**config.mk**
```make
export PLATFORM = sky130hd
export DESIGN_NAME = gbv_kernel
export DESIGN_NICKNAME = d
export VERILOG_FILES = /design/src/sv/gbv_pkg.sv /design/src/sv/gbv_kernel.sv
export SDC_FILE = /design/constraint.sdc
export NUM_CORES = 1
export LEC_CHECK = 0
export BUFFER_PORTS_ARGS = -buffer_cell sky130_fd_sc_hd__buf_2
export CAP_MARGIN = 5
export CORE_MARGIN = 2
export CORE_UTILIZATION = 55
export DETAILED_ROUTE_END_ITERATION = 6
export GPL_ROUTABILITY_DRIVEN = 0
export GPL_TIMING_DRIVEN = 0
export PLACE_DENSITY = 0.75
export RECOVER_POWER = 25
export SYNTH_ARGS = -nofsm -noshare
export SYNTH_HDL_FRONTEND = slang
export SYNTH_SLANG_ARGS = --single-unit
```
**constraint.sdc**
```tcl
create_clock -name i_clk -period 22.9 [get_ports i_clk]
set_input_delay 3.435 -clock i_clk [delete_from_list [all_inputs] [get_ports i_clk]]
set_output_delay 3.435 -clock i_clk [all_outputs]
set_load 0.03 [all_outputs]
```
**src/sv/gbv_pkg.sv**
```systemverilog
// gbv_pkg: shared types, kernel weights and divider constants for the gaussian blur block
// no dependencies; used by every module of the block but gbv_ram
package gbv_pkg;

    localparam int WIN         = 5;
    localparam int LINE_STORES = 4;
    localparam int K3_OFF      = WIN - 3;
    localparam int PIX_W       = 8;
    localparam int ROW_SUM_W   = 15;
    localparam int SUM_W       = 17;
    localparam int RECIP_W     = 18;
    localparam int PROD_W      = SUM_W + RECIP_W;
    localparam int RECIP_SHIFT = 26;
    localparam int DIV3_SHIFT  = 4;
    localparam int ADDR_W      = 4;
    localparam int DATA_W      = 32;
    localparam int FW_W        = 11;
    localparam int FH_W        = 12;

    // ceil(2^26 / 273), exact for every sum below 2^17
    localparam logic [RECIP_W-1:0] RECIP_273 = 18'd245821;

    localparam logic [2:0] SIZE5_M1 = 3'd4;
    localparam logic [2:0] SIZE3_M1 = 3'd2;

    localparam logic [5:0] KERN5 [WIN*WIN] = '{
        6'd1,  6'd4,  6'd7,  6'd4,  6'd1,
        6'd4,  6'd16, 6'd26, 6'd16, 6'd4,
        6'd7,  6'd26, 6'd41, 6'd26, 6'd7,
        6'd4,  6'd16, 6'd26, 6'd16, 6'd4,
        6'd1,  6'd4,  6'd7,  6'd4,  6'd1
    };

    localparam logic [5:0] KERN3 [9] = '{
        6'd1, 6'd2, 6'd1,
        6'd2, 6'd4, 6'd2,
        6'd1, 6'd2, 6'd1
    };

    typedef enum logic [1:0] {
        REG_MODE   = 2'd0,
        REG_WIDTH  = 2'd1,
        REG_HEIGHT = 2'd2
    } t_reg_idx;

    typedef logic [PIX_W-1:0] t_pix;
    typedef t_pix [WIN-1:0][WIN-1:0] t_window;

    typedef struct packed {
        logic            five;
        logic [FW_W-1:0] frame_width;
        logic [FH_W-1:0] frame_height;
    } t_cfg;

    typedef struct packed {
        logic valid;
        logic last;
    } t_tag;

    typedef struct packed {
        logic last;
        t_pix pixel;
    } t_result;

endpackage

```
**src/sv/gbv_kernel.sv**
```systemverilog
// gbv_kernel: weighted window sum and division, three register stages
// depends on gbv_pkg
module gbv_kernel (
    input  logic             i_clk,
    input  logic             i_rst_n,
    input  gbv_pkg::t_tag    i_tag,
    input  gbv_pkg::t_window i_window,
    input  logic             i_five,
    output gbv_pkg::t_tag    o_tag,
    output gbv_pkg::t_pix    o_pixel
);

    localparam int RW = gbv_pkg::ROW_SUM_W;
    localparam int SW = gbv_pkg::SUM_W;
    localparam int PW = gbv_pkg::PROD_W;

    logic [RW-1:0] n_row_sum [gbv_pkg::WIN];
    logic [RW-1:0] r_row_sum [gbv_pkg::WIN];
    gbv_pkg::t_tag r_a_tag;
    logic [SW-1:0] n_total, r_total;
    gbv_pkg::t_tag r_b_tag;
    logic [PW-1:0] prod;
    gbv_pkg::t_pix n_pix, r_pix;
    gbv_pkg::t_tag r_c_tag;

    // row sums, constant weights only
    always_comb begin
        for (int i = 0; i < gbv_pkg::WIN; i++) begin
            n_row_sum[i] = '0;
            for (int j = 0; j < gbv_pkg::WIN; j++) begin
                if (i_five) begin
                    n_row_sum[i] = n_row_sum[i] + RW'(i_window[i][j])
                                 * RW'(gbv_pkg::KERN5[i*gbv_pkg::WIN+j]);
                end else if (i >= gbv_pkg::K3_OFF && j >= gbv_pkg::K3_OFF) begin
                    n_row_sum[i] = n_row_sum[i] + RW'(i_window[i][j])
                                 * RW'(gbv_pkg::KERN3[(i-gbv_pkg::K3_OFF)*3
                                                      + (j-gbv_pkg::K3_OFF)]);
                end
            end
        end
    end

    always_comb begin
        n_total = '0;
        for (int i = 0; i < gbv_pkg::WIN; i++) begin
            n_total = n_total + SW'(r_row_sum[i]);
        end
    end

    assign prod  = PW'(r_total) * PW'(gbv_pkg::RECIP_273);
    assign n_pix = i_five ? prod[gbv_pkg::RECIP_SHIFT +: gbv_pkg::PIX_W]
                          : r_total[gbv_pkg::DIV3_SHIFT +: gbv_pkg::PIX_W];

    always_ff @(posedge i_clk) begin
        if (!i_rst_n) begin
            r_a_tag <= '0;
            r_b_tag <= '0;
            r_c_tag <= '0;
        end else begin
            r_a_tag <= i_tag;
            r_b_tag <= r_a_tag;
            r_c_tag <= r_b_tag;
        end
    end

    always_ff @(posedge i_clk) begin
        r_row_sum <= n_row_sum;
        r_total   <= n_total;
        r_pix     <= n_pix;
    end

    assign o_tag   = r_c_tag;
    assign o_pixel = r_pix;

endmodule

```
==> impl_metrics.ini <==
[run_status]
outcome = completed

[drt]
drt-wirelength-per-cell_um = 17.0
routed_wl_mm = 59.9
antenna_left = 0
drtIter0Drc = 1184
wl_met1_mm = 25.2
viasPerCell = 5.59
routed-wl-met3_mm = 3.38
remaining_drc_errors = 0
first_pass_iters = 5
top_layer_used = met4
vias = 19654
met2_length_mm = 28.8

[logic_synthesis]
ys_warn_count = 0
synth_edf_count = 0
yosysTopAreaCellShare = 0.271
avgSynthCellArea_um2 = 8.52
synth.distinct_cells = 82
ys.flop_type = dfxtp_1
netlist_instances = 2743
seq_area_frac_synth = 0.0874
synth-async-reset-ratio = 0
synth_area_leaders = ha_1 27%, fa_1 18%, dfxtp_1 8.7%
synth_area_leader_cell = ha_1
ys_ff_latch = 102
syn_area_um2 = 23400

[cts]
clock_path_buffers = 2
hold_buffers = 0
post_cts_buffers = 0
root_buffer = clkbuf_16
path_clk_slew_ns = 0.07
cts_resized = 0
cts_tree = built
clock_sinks = 102
cts_made_buffers = 9
clk_latency_ns = 0.36
h-tree-depth = 3

[die]
coreArea_um2 = 41900
rows = 75
die_area_um2 = 44200
fp.dieH_um = 210
die_w_um = 210
start_util = 0.557
ioPinCount = 215

[critical_path]
worstPathArrival_ns = 13.14
critPathKind = in -> reg
cp_max_fo = 10
critPathLaunchType = primary input
critPathMaxStageDelay_ns = 0.63
crit_slowest_cell = fa_1
crit_path_end_kind = flop
required_ns = 23.14

[timing]
fin_skew_ns = 0.00851
hold_violations = 0
period_needed_ns = 12.90
tightest_slew_ns = 1.34
slew_viol_final = 0
rsz0062_at_grt = no
post-route-period-util = 0.563
setup_viol = 0
tns_ns = 0
relSlewSlack = 0.108
max_freq_ghz = 0.0775

[cells_and_area]
layout_commonest_cell = ha_1
fillers = 3704
drive_gt1_frac = 0.0878
final_cell_mix = 507 x ha_1, 467 x inv_1, 214 x fa_1
final_nets = 3895
area_growth_pct = 8.82

[global_route]
track_usage = 0.277
antenna_found_initial = 6
grt_pass1_vias = 20107
overflow = 0
grt_pass1_wl_mm = 97.6
grt_start_max_net_pins = 19

[min_path]
hold_path_class = reg -> reg

[place]
hpwl_mm = 51.9
io_buffers = 214

[job]
maxCapViolCount = 0
## final timing paths
check | start | end | slack [ns] | cells after the start
setup / recovery | i_five | r_row_sum[41] | 10.0 | 37
hold / removal | r_b_tag[0] | o_tag[0] | 0.43 | 1
setup reg to reg | r_total[14] | o_pixel[5] | 16.57 | 17
hold reg to reg | r_b_tag[0] | o_tag[0] | 0.43 | 1
## sequential cells by signal (all words and copies together) (netlist names)
register,cells
r_row_sum,71
r_total,17
o_pixel,8
o_tag,2
r_a_tag,2
r_b_tag,2
## critical path: cells and delay by family
kind                     cells  cell delay [ns]
buffers and inverters       10             3.11
AO/OA/AOI/OAI                7             1.42
XOR/XNOR                     4             0.80
AND/OR/NAND/NOR              9             1.59
adder cells (fa/ha/maj)      7             2.71
## synth_stat cells (all sizes together), types with 6 or more instances
cell type / count
a211oi: 24
buf: 7
o31ai: 10
mux2: 10
o31a: 6
nor3b: 12
nand2: 120
nor3: 57
nor2: 186
a21boi: 10
o21bai: 26
o211ai: 10
nand3: 37
o21ai: 134
o21a: 27
xor2: 71
a31oi: 14
clkbuf: 30
o2111ai: 8
xnor2: 129
mux2i: 12
fa: 214
and2: 73
ha: 507
inv: 467
nand2b: 35
o41ai: 6
nor2b: 50
or2: 8
a21o: 78
a21oi: 154
and3: 9
or3: 21
o41a: 6
dfxtp: 102
## through the flow
stage,instance area [µm²],hold WS [ns],util,setup slack [ns],instances
floorplan,23400,0.412,-,12.27,2744
global placement,25100,0.418,0.599,9.80,3497
detailed placement,25100,0.418,0.599,9.59,3497
CTS,25400,0.434,0.606,9.97,3513
global route,25400,0.459,0.606,9.23,3516
finish,25400,0.434,0.606,10.0,3518
## per-layer routing
| metal | vias to the layer above | global-route usage |
|---|---|---|
| met4 | 0 | 0.106 |
| li1 | 9673 | - |
| met5 | - | 0 |
| met3 | 123 | 0.0232 |
| met2 | 561 | 0.491 |
| met1 | 9297 | 0.350 |
## cells by family (layout without fill, tap and decap cells)
family          Yosys count  after routing  synth area share
fa+ha+maj               721            721             0.455
simple gates            635            635             0.136
compound gates          556            556             0.155
buf+inv                 505            735            0.0812
xor+xnor                201            201            0.0766
flops                   102            102            0.0874
mux                      22             22           0.00996
other cells               1              7          0.000160
## area by class of cell
class	instances	area [µm²]	area share
inverters	468	1760	0.0691
diodes	5	12.5	0.000492
plain buffers	37	140	0.00551
repair buffers	214	1060	0.0418
multi-input cells	2137	19400	0.764
clock buffers	10	229	0.00900
well taps	539	674	0.0265
flip-flops and latches	102	2040	0.0803
clock inverters	6	78.8	0.00310
Power is left out: the tool's default activity adds up to more than one toggle a clock period on the data nets, which glitch-free logic cannot reach.
