**src/sv/gbv_pkg.sv**
```systemverilog
// gbv_pkg: shared types, kernel weights and divider constants for the gaussian blur block
// no dependencies; used by every module of the block but gbv_ram
package gbv_pkg;

    localparam int WIN         = 5;
    localparam int LINE_STORES = 4;
    localparam int K3_OFF      = WIN - 3;
    localparam int PIX_W       = 8;
    localparam int ROW_SUM_W   = 15;
    localparam int SUM_W       = 17;
    localparam int RECIP_W     = 18;
    localparam int PROD_W      = SUM_W + RECIP_W;
    localparam int RECIP_SHIFT = 26;
    localparam int DIV3_SHIFT  = 4;
    localparam int ADDR_W      = 4;
    localparam int DATA_W      = 32;
    localparam int FW_W        = 11;
    localparam int FH_W        = 12;

    // ceil(2^26 / 273), exact for every sum below 2^17
    localparam logic [RECIP_W-1:0] RECIP_273 = 18'd245821;

    localparam logic [2:0] SIZE5_M1 = 3'd4;
    localparam logic [2:0] SIZE3_M1 = 3'd2;

    localparam logic [5:0] KERN5 [WIN*WIN] = '{
        6'd1,  6'd4,  6'd7,  6'd4,  6'd1,
        6'd4,  6'd16, 6'd26, 6'd16, 6'd4,
        6'd7,  6'd26, 6'd41, 6'd26, 6'd7,
        6'd4,  6'd16, 6'd26, 6'd16, 6'd4,
        6'd1,  6'd4,  6'd7,  6'd4,  6'd1
    };

    localparam logic [5:0] KERN3 [9] = '{
        6'd1, 6'd2, 6'd1,
        6'd2, 6'd4, 6'd2,
        6'd1, 6'd2, 6'd1
    };

    typedef enum logic [1:0] {
        REG_MODE   = 2'd0,
        REG_WIDTH  = 2'd1,
        REG_HEIGHT = 2'd2
    } t_reg_idx;

    typedef logic [PIX_W-1:0] t_pix;
    typedef t_pix [WIN-1:0][WIN-1:0] t_window;

    typedef struct packed {
        logic            five;
        logic [FW_W-1:0] frame_width;
        logic [FH_W-1:0] frame_height;
    } t_cfg;

    typedef struct packed {
        logic valid;
        logic last;
    } t_tag;

    typedef struct packed {
        logic last;
        t_pix pixel;
    } t_result;

endpackage

```
**src/sv/gbv_out_fifo.sv**
```systemverilog
// gbv_out_fifo: small result queue between the kernel pipeline and the output stream
// depends on gbv_pkg
module gbv_out_fifo #(
    parameter int DEPTH = 8
) (
    input  logic             i_clk,
    input  logic             i_rst_n,
    input  logic             i_push,
    input  gbv_pkg::t_result i_data,
    input  logic             i_pop,
    output logic             o_valid,
    output gbv_pkg::t_result o_data
);

    localparam int PTR_W = $clog2(DEPTH);
    localparam int CNT_W = $clog2(DEPTH + 1);

    gbv_pkg::t_result r_mem [DEPTH];
    logic [PTR_W-1:0] r_wr, n_wr;
    logic [PTR_W-1:0] r_rd, n_rd;
    logic [CNT_W-1:0] r_count, n_count;

    always_comb begin
        n_wr    = r_wr;
        n_rd    = r_rd;
        n_count = r_count;
        if (i_push) begin
            n_wr = (r_wr == PTR_W'(DEPTH-1)) ? '0 : r_wr + PTR_W'(1);
        end
        if (i_pop) begin
            n_rd = (r_rd == PTR_W'(DEPTH-1)) ? '0 : r_rd + PTR_W'(1);
        end
        if (i_push && !i_pop) begin
            n_count = r_count + CNT_W'(1);
        end else if (!i_push && i_pop) begin
            n_count = r_count - CNT_W'(1);
        end
    end

    always_ff @(posedge i_clk) begin
        if (!i_rst_n) begin
            r_wr    <= '0;
            r_rd    <= '0;
            r_count <= '0;
        end else begin
            r_wr    <= n_wr;
            r_rd    <= n_rd;
            r_count <= n_count;
        end
    end

    always_ff @(posedge i_clk) begin
        if (i_push) begin
            r_mem[r_wr] <= i_data;
        end
    end

    assign o_valid = (r_count != '0);
    assign o_data  = r_mem[r_rd];

endmodule

```
**config.mk**
```make
export PLATFORM = sky130hd
export DESIGN_NAME = gbv_out_fifo
export DESIGN_NICKNAME = d
export VERILOG_FILES = /design/src/sv/gbv_pkg.sv /design/src/sv/gbv_out_fifo.sv
export SDC_FILE = /design/constraint.sdc
export NUM_CORES = 1
export LEC_CHECK = 0
export ABC_AREA = 1
export BUFFER_PORTS_ARGS = -buffer_cell sky130_fd_sc_hd__buf_2
export CORE_MARGIN = 2
export CORE_UTILIZATION = 62
export CTS_BUF_LIST = sky130_fd_sc_hd__clkbuf_2 sky130_fd_sc_hd__clkbuf_4 sky130_fd_sc_hd__clkbuf_8
export DETAILED_ROUTE_END_ITERATION = 10
export GPL_ROUTABILITY_DRIVEN = 0
export PLACE_DENSITY = 0.8
export SYNTH_ARGS = -nofsm -noshare
export SYNTH_HDL_FRONTEND = slang
export SYNTH_SLANG_ARGS = --single-unit
```
**constraint.sdc**
```tcl
create_clock -name i_clk -period 1.64 [get_ports i_clk]
set_input_delay 0.164 -clock i_clk [delete_from_list [all_inputs] [get_ports i_clk]]
set_output_delay 0.164 -clock i_clk [all_outputs]
set_load 0.05 [all_outputs]
```
==> run metrics, run 1 <==
failing checks=negative setup slack; syn_area_per_cell=around 11 µm²; synth warn=0; RSZ-0062 raised after global routing=true; Comb pwr share=0.179; top cells by area, synth=edfxtp_1, nor2_1, dfxtp_1; Die Width=79.9 µm; startpoint types=flip-flop; Fin. Hold Viols=0; Mapped Area=3570 µm²; most common cell after layout, fill and taps aside=edfxtp_1; CTS Buf Count=9; Fin Setup TNS=-1.06 ns; Worst Path Class, Setup=flip-flop to output pin; CP Capture Type=output pin; vias in the first global route=2,472; top cell type's share of synthesized area=0.606; area added between synthesis and finish=20.7%; n_diodes=0; WL final=between 7 and 8 mm; Tightest Pin Transition=roughly 0.37 ns; outcome=complete, but fails checks; P_leak=1.70 nW; leading area contributor after synthesis=edfxtp_1; DP Wirelength=4.30 mm; relative slew slack=0.750; Seq pwr share=0.516; maximum VDD drop=0.792 mV; Switching Share=0.268; Seq cells post-synth=85; Die Y=~80 µm; achievable frequency=553 MHz; htree depth=3; input/output buffers=22; sequential-to-total area share from yosys stat=0.679; Setup Viol. Count Final=9; MaxCap Viol Count=0; clock share of power=0.305; Final period util=1.10; Ports=23; Critical Path Fanout Max=7; core area=5540 µm²; most frequent cells in the layout=edfxtp_1, nor2_1, nand2_1; DRT Pass-1 Iters=7; # rows=27; Clk Latency, worst-skew pair=0.34 ns; Int Pwr=approximately 3.5 mW; Post-CTS Hold Buffers=0; share of layout cells above drive strength 1=0.230; post-synthesis net count=350; vias=around 2,500; Final Max Slew Viols=0; placed instance count=430; filler-free cell count of the finished design=between 400 and 500; Worst Path Required=1.48 ns; final worst slack=-0.168 ns; Critical Path AT=1.64 ns; GRT overflow=0; clk slew on worst S/H paths=0.07 ns; Psw=~1.3 mW; clk sink count=85; gr usage total=0.258; Clock Root Buffer=clkbuf_8; nets@finish=394; 1st-iter DRT viols=253; die area=6380 µm²; Syn Inst Count=329; Bufs on Longest Clock Path=2; Post-Place Worst Slack=between 0.03 and 0.04 ns; initial antenna violation count=0; CTS tree=yes; DRC=0; PD cells=1110 nW/µm²; starting density of the core=0.644; WL per Instance=16.9 µm; HP Class=input port to flip-flop; first-pass GRT wire length=11.9 mm; Fillers=354; Final Skew=~0.0089 ns; DR vias/cell=5.52; count of different cell masters after synthesis=18; final antenna-violating net count=0; largest net degree at the start of global routing=37; Final Power=4.78 mW; Final min period=approximately 1.8 ns
-- synthesized netlist by cell type --
library cell and count:
nor2_1 88, a211oi_1 1, nand3_1 5, a21oi_1 7, o21ai_0 11, edfxtp_1 72
o21ai_1 30, dfxtp_1 13, nand2_1 63, buf_6 9, fa_1 1, or2_2 1
ha_1 7, inv_1 15, xor2_1 1, buf_2 2, clkinv_1 1, inv_4 2
-- cell families after synthesis --
family,count (synthesis),share of synthesized area
simple gates,157,0.168
flops,85,0.679
compound gates,49,0.0694
buf+inv,29,0.0515
fa+ha+maj,8,0.0302
xor+xnor,1,0.00245
-- final timing paths --
check / startpoint / to / slack (ns) / cells after the start
setup / recovery: flip-flop / o_data[1] / -0.17 / 9
hold / removal: i_pop / flip-flop / 0.07 / 2
setup reg to reg: r_count[2] / r_count[3] / 0.35 / 6
hold reg to reg: r_wr[0] / r_wr[0] / 0.50 / 2
-- what timing repair did --
item | 4_1_cts | 5_1_grt
setup endpoints to repair | 9 | 9
pin swaps | 10 | 15
cloned | 3 | 0
setup buffers | 1 | 0
gates resized for setup | 47 | 18
-- power by group through the flow --
stage,logic [mW],registers (mW),clock network (mW)
after floorplan,0.512,2.49,0
after global placement,0.665,2.50,0
after detailed placement,0.683,2.50,0
after CTS,0.826,2.46,1.46
after global routing,0.933,2.47,1.56
final,0.855,2.47,1.46
-- cell type report --
class                      count  area (µm²)  area share
timing repair buffer          44         453       0.105
tap                           72        90.1      0.0209
sequential                    85        2430       0.563
clock buffer                  12         146      0.0340
clock inverter                 4        48.8      0.0113
multi-input combinational    215        1060       0.247
inverter                      18        77.6      0.0180
-- sequential cells by signal, summed over array words and instances, names as in the netlist, named ones only --
| signal | cells |
|---|---|
| r_count | 4 |
| r_mem | 72 |
| r_rd | 3 |
| r_wr | 3 |
-- per-layer routing --
| layer | GRT usage | up-vias | share of wire |
|---|---|---|---|
| li1 | - | 1193 | - |
| met2 | 0.425 | 106 | 0.52 |
| met3 | 0.0588 | 17 | 0.064 |
| met5 | 0 | - | 0 |
| met1 | 0.316 | 1168 | 0.39 |
| met4 | 0.142 | 0 | 0.021 |
-- critical path, stage by stage, from the launching register on --
cell and delay, ns:
dfxtp_4 0.40, buf_12 0.16, buf_12 0.13, nor2_4 0.03
nor2_2 0.12, o21ai_1 0.09, nand2_1 0.06, nand2_1 0.05
nand2_1 0.10, buf_6 0.16
-- stage by stage --
stage | cell area (µm²) | hold slack, ns | utilization
floorplan | 3570 | 0.263 | -
global placement | 3800 | 0.420 | 0.687
detailed placement | 3800 | 0.431 | 0.687
CTS | 4250 | 0.0583 | 0.767
global route | 4310 | 0.0770 | 0.777
finish | 4310 | 0.0688 | 0.777
Note: power is estimated with default switching activity, not from simulation.
==> inputs of run 2 (changes only) <==
--- a/config.mk
+++ b/config.mk
@@ -8,11 +8,11 @@
 export ABC_AREA = 1
 export BUFFER_PORTS_ARGS = -buffer_cell sky130_fd_sc_hd__buf_2
 export CORE_MARGIN = 2
-export CORE_UTILIZATION = 62
-export CTS_BUF_LIST = sky130_fd_sc_hd__clkbuf_2 sky130_fd_sc_hd__clkbuf_4 sky130_fd_sc_hd__clkbuf_8
+export CORE_UTILIZATION = 59
+export CTS_BUF_LIST = sky130_fd_sc_hd__clkbuf_16
 export DETAILED_ROUTE_END_ITERATION = 10
 export GPL_ROUTABILITY_DRIVEN = 0
-export PLACE_DENSITY = 0.8
+export PLACE_DENSITY = 0.77
 export SYNTH_ARGS = -nofsm -noshare
 export SYNTH_HDL_FRONTEND = slang
 export SYNTH_SLANG_ARGS = --single-unit
==> run metrics, run 2 (synthesis gave the netlist of run 1 again) <==
DRT Pass-1 Iters=6; DP Wirelength=4.48 mm; initial antenna violation count=0; Bufs on Longest Clock Path=2; WL final=7.18 mm; GR Util met1=0.304; vias in the first global route=roughly 2,300; HP Class=input port to flip-flop; vias=2,372; Clk Latency, worst-skew pair=~0.33 ns; final worst slack=-0.0897 ns; startpoint types=flip-flop; design area=4190 µm²; Final Max Slew Viols=0; GRT met2 Usage=0.377; outcome=complete, but fails checks; 1st-iter DRT viols=205; Worst Path Class, Setup=flip-flop to output pin; Ports=23; Final min period=1.73 ns; Fin. Hold Viols=0; Clock Root Buffer=clkbuf_16; Worst Path Required=1.48 ns; WL per Instance=~16 µm; clk sink count=85; MaxCap Viol Count=0; P_leak=1.68 nW; PD cells=1260 nW/µm²; Critical Path Fanout Max=12; die area=6690 µm²; clk slew on worst S/H paths=0.06 ns; final antenna-violating net count=0; clock share of power=0.393; Fin Setup TNS=-0.257 ns; GRT Max-Usage Layer=met2; CTS Buf Count=9; most frequent cells in the layout=nor2_1, edfxtp_1, nand2_1; relative slew slack=0.760; Reg2Reg Setup Slack=0.34 ns; failing checks=negative setup slack; GRT overflow=0; most common cell after layout, fill and taps aside=nor2_1; Top reg by flops=r_mem; Top Registers=r_mem: 72 flops, r_count: 4 flops; Final period util=1.05; input/output buffers=22; share of layout cells above drive strength 1=0.158; area added between synthesis and finish=17.4%; nets@finish=390; maximum VDD drop=between 0.6 and 0.7 mV; Die Width=81.8 µm; CP Capture Type=output pin; RSZ-0062 raised after global routing=true; # rows=28; Int Pwr=around 4 mW; htree depth=3; achievable frequency=approximately 580 MHz; post-placement cell area=3790 µm²; starting density of the core=0.606; DRC=0; Tightest Pin Transition=0.358 ns; first-pass GRT wire length=11.1 mm; largest net degree at the start of global routing=37; Die Y=just over 80 µm; Critical Path AT=between 1.5 and 2 ns; Setup Viol. Count Final=8; met3 global-route usage=0.0527; post-layout util=0.712; Switching Share=0.246; Final Power=5.28 mW; DR vias/cell=5.28; Psw=1.30 mW; n_diodes=0; max reg flops=a little over 70; CTS tree=yes; Seq pwr share=0.466; gr usage total=0.234; Comb pwr share=0.140; Final Skew=approximately 0.0033 ns; core area=5890 µm²
==> run 2: per-stage QoR <==
step | setup WS [ns] | hold slack (ns) | instances
after floorplan | 0.255 | 0.263 | 329
after global placement | 0.109 | 0.429 | 432
after detailed placement | 0.0552 | 0.443 | 432
after CTS | -0.0983 | 0.0809 | 448
after global routing | -0.179 | 0.110 | 449
final | -0.0897 | 0.0919 | 449
==> run 2: worst max-delay path: stages (launching register included) <==
cell and delay, ns:
dfxtp_4 0.37, buf_8 0.15, buf_4 0.14, nor2_2 0.10
nor2_1 0.04, o21ai_1 0.07, nand2_1 0.06, nand2_1 0.06
nand2_1 0.08, buf_6 0.15
==> run 2: final cells by class <==
type                            instances  area [µm²]
Sequential cell                        85        2430
Fill cell                             413        1700
Multi-Input combinational cell        215         967
Timing Repair Buffer                   40         320
Clock buffer                            9         225
Tap cell                               75        93.8
Clock inverter                          7        81.3
Inverter                               18        75.1
==> run 2: layer usage <==
metal	part of all wire	routed length [µm]	vias up
li1	-	-	1185
met1	0.44	3140	1115
met2	0.49	3540	55
met3	0.044	315	17
met4	0.025	180	0
met5	0	0	-
==> run 2: what timing repair did <==
| action | in CTS | in global routing |
|---|---|---|
| hold buffers | 0 | 0 |
| setup endpoints to repair | 9 | 9 |
| gates resized for setup | 20 | 9 |
| buffers inserted | 0 | 1 |
==> run 2: worst paths after layout <==
| path | cells after the start | from | endpoint |
|---|---|---|---|
| hold / removal | 2 | i_pop | flip-flop |
| setup reg to reg | 6 | r_count[2] | r_count[3] |
| hold reg to reg | 1 | r_rd[0] | flip-flop |
| setup / recovery | 9 | flip-flop | o_data[1] |
==> run 2: power by group through the flow <==
| stage | combinational [mW] | clock, mW | sequential, mW |
|---|---|---|---|
| finish | 0.740 | 2.08 | 2.46 |
| global route | 0.819 | 2.19 | 2.47 |
| CTS | 0.719 | 2.09 | 2.46 |
| detailed placement | 0.671 | 0 | 2.51 |
| global placement | 0.654 | 0 | 2.50 |
| floorplan | 0.512 | 0 | 2.49 |
==> inputs of run 3 (changes only) <==
--- a/config.mk
+++ b/config.mk
@@ -7,12 +7,14 @@
 export LEC_CHECK = 0
 export ABC_AREA = 1
 export BUFFER_PORTS_ARGS = -buffer_cell sky130_fd_sc_hd__buf_2
+export CELL_PAD_IN_SITES_DETAIL_PLACEMENT = 1
+export CELL_PAD_IN_SITES_GLOBAL_PLACEMENT = 1
 export CORE_MARGIN = 2
-export CORE_UTILIZATION = 59
+export CORE_UTILIZATION = 48
 export CTS_BUF_LIST = sky130_fd_sc_hd__clkbuf_16
 export DETAILED_ROUTE_END_ITERATION = 10
 export GPL_ROUTABILITY_DRIVEN = 0
-export PLACE_DENSITY = 0.77
+export PLACE_DENSITY = 0.78
 export SYNTH_ARGS = -nofsm -noshare
 export SYNTH_HDL_FRONTEND = slang
 export SYNTH_SLANG_ARGS = --single-unit
==> run metrics, run 3 (synthesis gave the netlist of run 1 again) <==
DR vias/cell=5.39; Clk Latency, worst-skew pair=between 0.3 and 0.4 ns; Critical Path Fanout Max=7; GRT overflow=0; Hold WS=approximately 0.11 ns; 1st-iter DRT viols=179; Post-Place Worst Slack=-0.0211 ns; die area=8140 µm²; maximum VDD drop=between 0.5 and 0.6 mV; post-placement cell area=3810 µm²; PD cells=1230 nW/µm²; met3 global-route usage=0.0327; DRC=0; CP top delay family=buffers and inverters; most frequent CP cell=nand2_1; clk slew on worst S/H paths=0.06 ns; Fillers=756; Final min period=1.81 ns; HP Class=input port to flip-flop; vias=2,566; Final Power=5.46 mW; Seq pwr share=0.452; Worst Path Class, Setup=flip-flop to output pin; Die Y=90.2 µm; share of layout cells above drive strength 1=0.221; Final Max Slew Viols=0; filler-free cell count of the finished design=476; failing checks=negative setup slack; Int Pwr=4.06 mW; area added between synthesis and finish=24.9%; Tightest Pin Transition=0.393 ns; outcome=complete, but fails checks; Fin. Hold Viols=0; WL per Instance=around 20 µm; CP max stage delay=0.40 ns; post-layout util=0.618; max reg flops=72; Top reg by flops=r_mem; Die Width=90.2 µm; Comb pwr share=0.166; most frequent cells in the layout=edfxtp_1, nor2_1, nand2_1; clock share of power=0.382; DRT Pass-1 Iters=4; final antenna-violating net count=0; first-pass GRT wire length=~15 mm; area occupied by multi-input gates=roughly 1100 µm²; Top Registers=r_mem: 72 flops, r_count: 4 flops; placed instance count=~450; achievable frequency=552 MHz; # rows=31; Setup Viol. Count Final=9; initial antenna violation count=1; WL final=9.58 mm; Fin Setup TNS=-1.24 ns; design area=around 4500 µm²; Buf/Inv on CP=3; CTS Buf Count=9; Register Area=~2400 µm²; relative slew slack=0.736; Clock Root Buffer=clkbuf_16; htree depth=3; nets@finish=392; crit-path cells=buf_12, buf_16, nor2_4, nor2_2, o21ai_1, nand2_1, nand2_1, nand2_1, buf_6; Post-CTS Hold Buffers=0; P_leak=around 1.7 nW; GR Util met1=0.291; GRT met2 Usage=0.425; DP Wirelength=5.40 mm; Switching Share=0.256; GRT Max-Usage Layer=met2; Critical Path AT=1.65 ns; CP Capture Type=output pin; slowest CP cell=dfxtp_4; clk sink count=85; RSZ-0062 raised after global routing=true; Worst Path Required=approximately 1.5 ns; gr usage total=0.247; Psw=1.40 mW; Final Skew=between 0.008 and 0.009 ns; Ports=23; Bufs on Longest Clock Path=2; core area=7210 µm²; largest net degree at the start of global routing=37; startpoint types=flip-flop; final worst slack=-0.170 ns; starting density of the core=0.495; input/output buffers=22; Reg2Reg Setup Slack=0.26 ns; most common cell after layout, fill and taps aside=edfxtp_1; CTS tree=yes; MaxCap Viol Count=0; Final period util=1.10; vias in the first global route=2,764
run 3: final timing paths:
check	startpoint	cells after the start	endpoint
max	flip-flop	9	o_data[4]
max reg2reg	r_count[2]	6	r_count[3]
min	i_pop	2	r_rd[0]
min reg2reg	r_rd[0]	1	r_rd[0]
run 3: power groups by stage:
stage               clock (mW)  sequential (mW)  combinational, mW
floorplan                    0             2.49              0.512
global placement             0             2.50              0.670
detailed placement           0             2.50              0.706
CTS                       2.11             2.47              0.849
global route              2.19             2.48              0.985
finish                    2.09             2.47              0.906
run 3: area by class of cell:
| class | count | share of cell area |
|---|---|---|
| sequential | 85 | 0.544 |
| multi-input combinational | 215 | 0.238 |
| timing repair buffer | 42 | 0.103 |
| clock buffer | 9 | 0.0505 |
| tap | 99 | 0.0278 |
| clock inverter | 7 | 0.0185 |
| inverter | 18 | 0.0174 |
| antenna | 1 | 0.000561 |
run 3: per-layer routing:
layer / vias to the layer above / part of all wire
met2: 72 / 0.52
met4: 0 / 0.037
li1: 1188 / -
met1: 1280 / 0.41
met5: - / 0
met3: 26 / 0.033
run 3: timing repair:
item | 4_1_cts | 5_1_grt
endpoints found under the setup margin | 9 | 9
pin swaps | 9 | 16
gates resized for setup | 44 | 26
cloned | 3 | 1
buffers inserted | 1 | 1
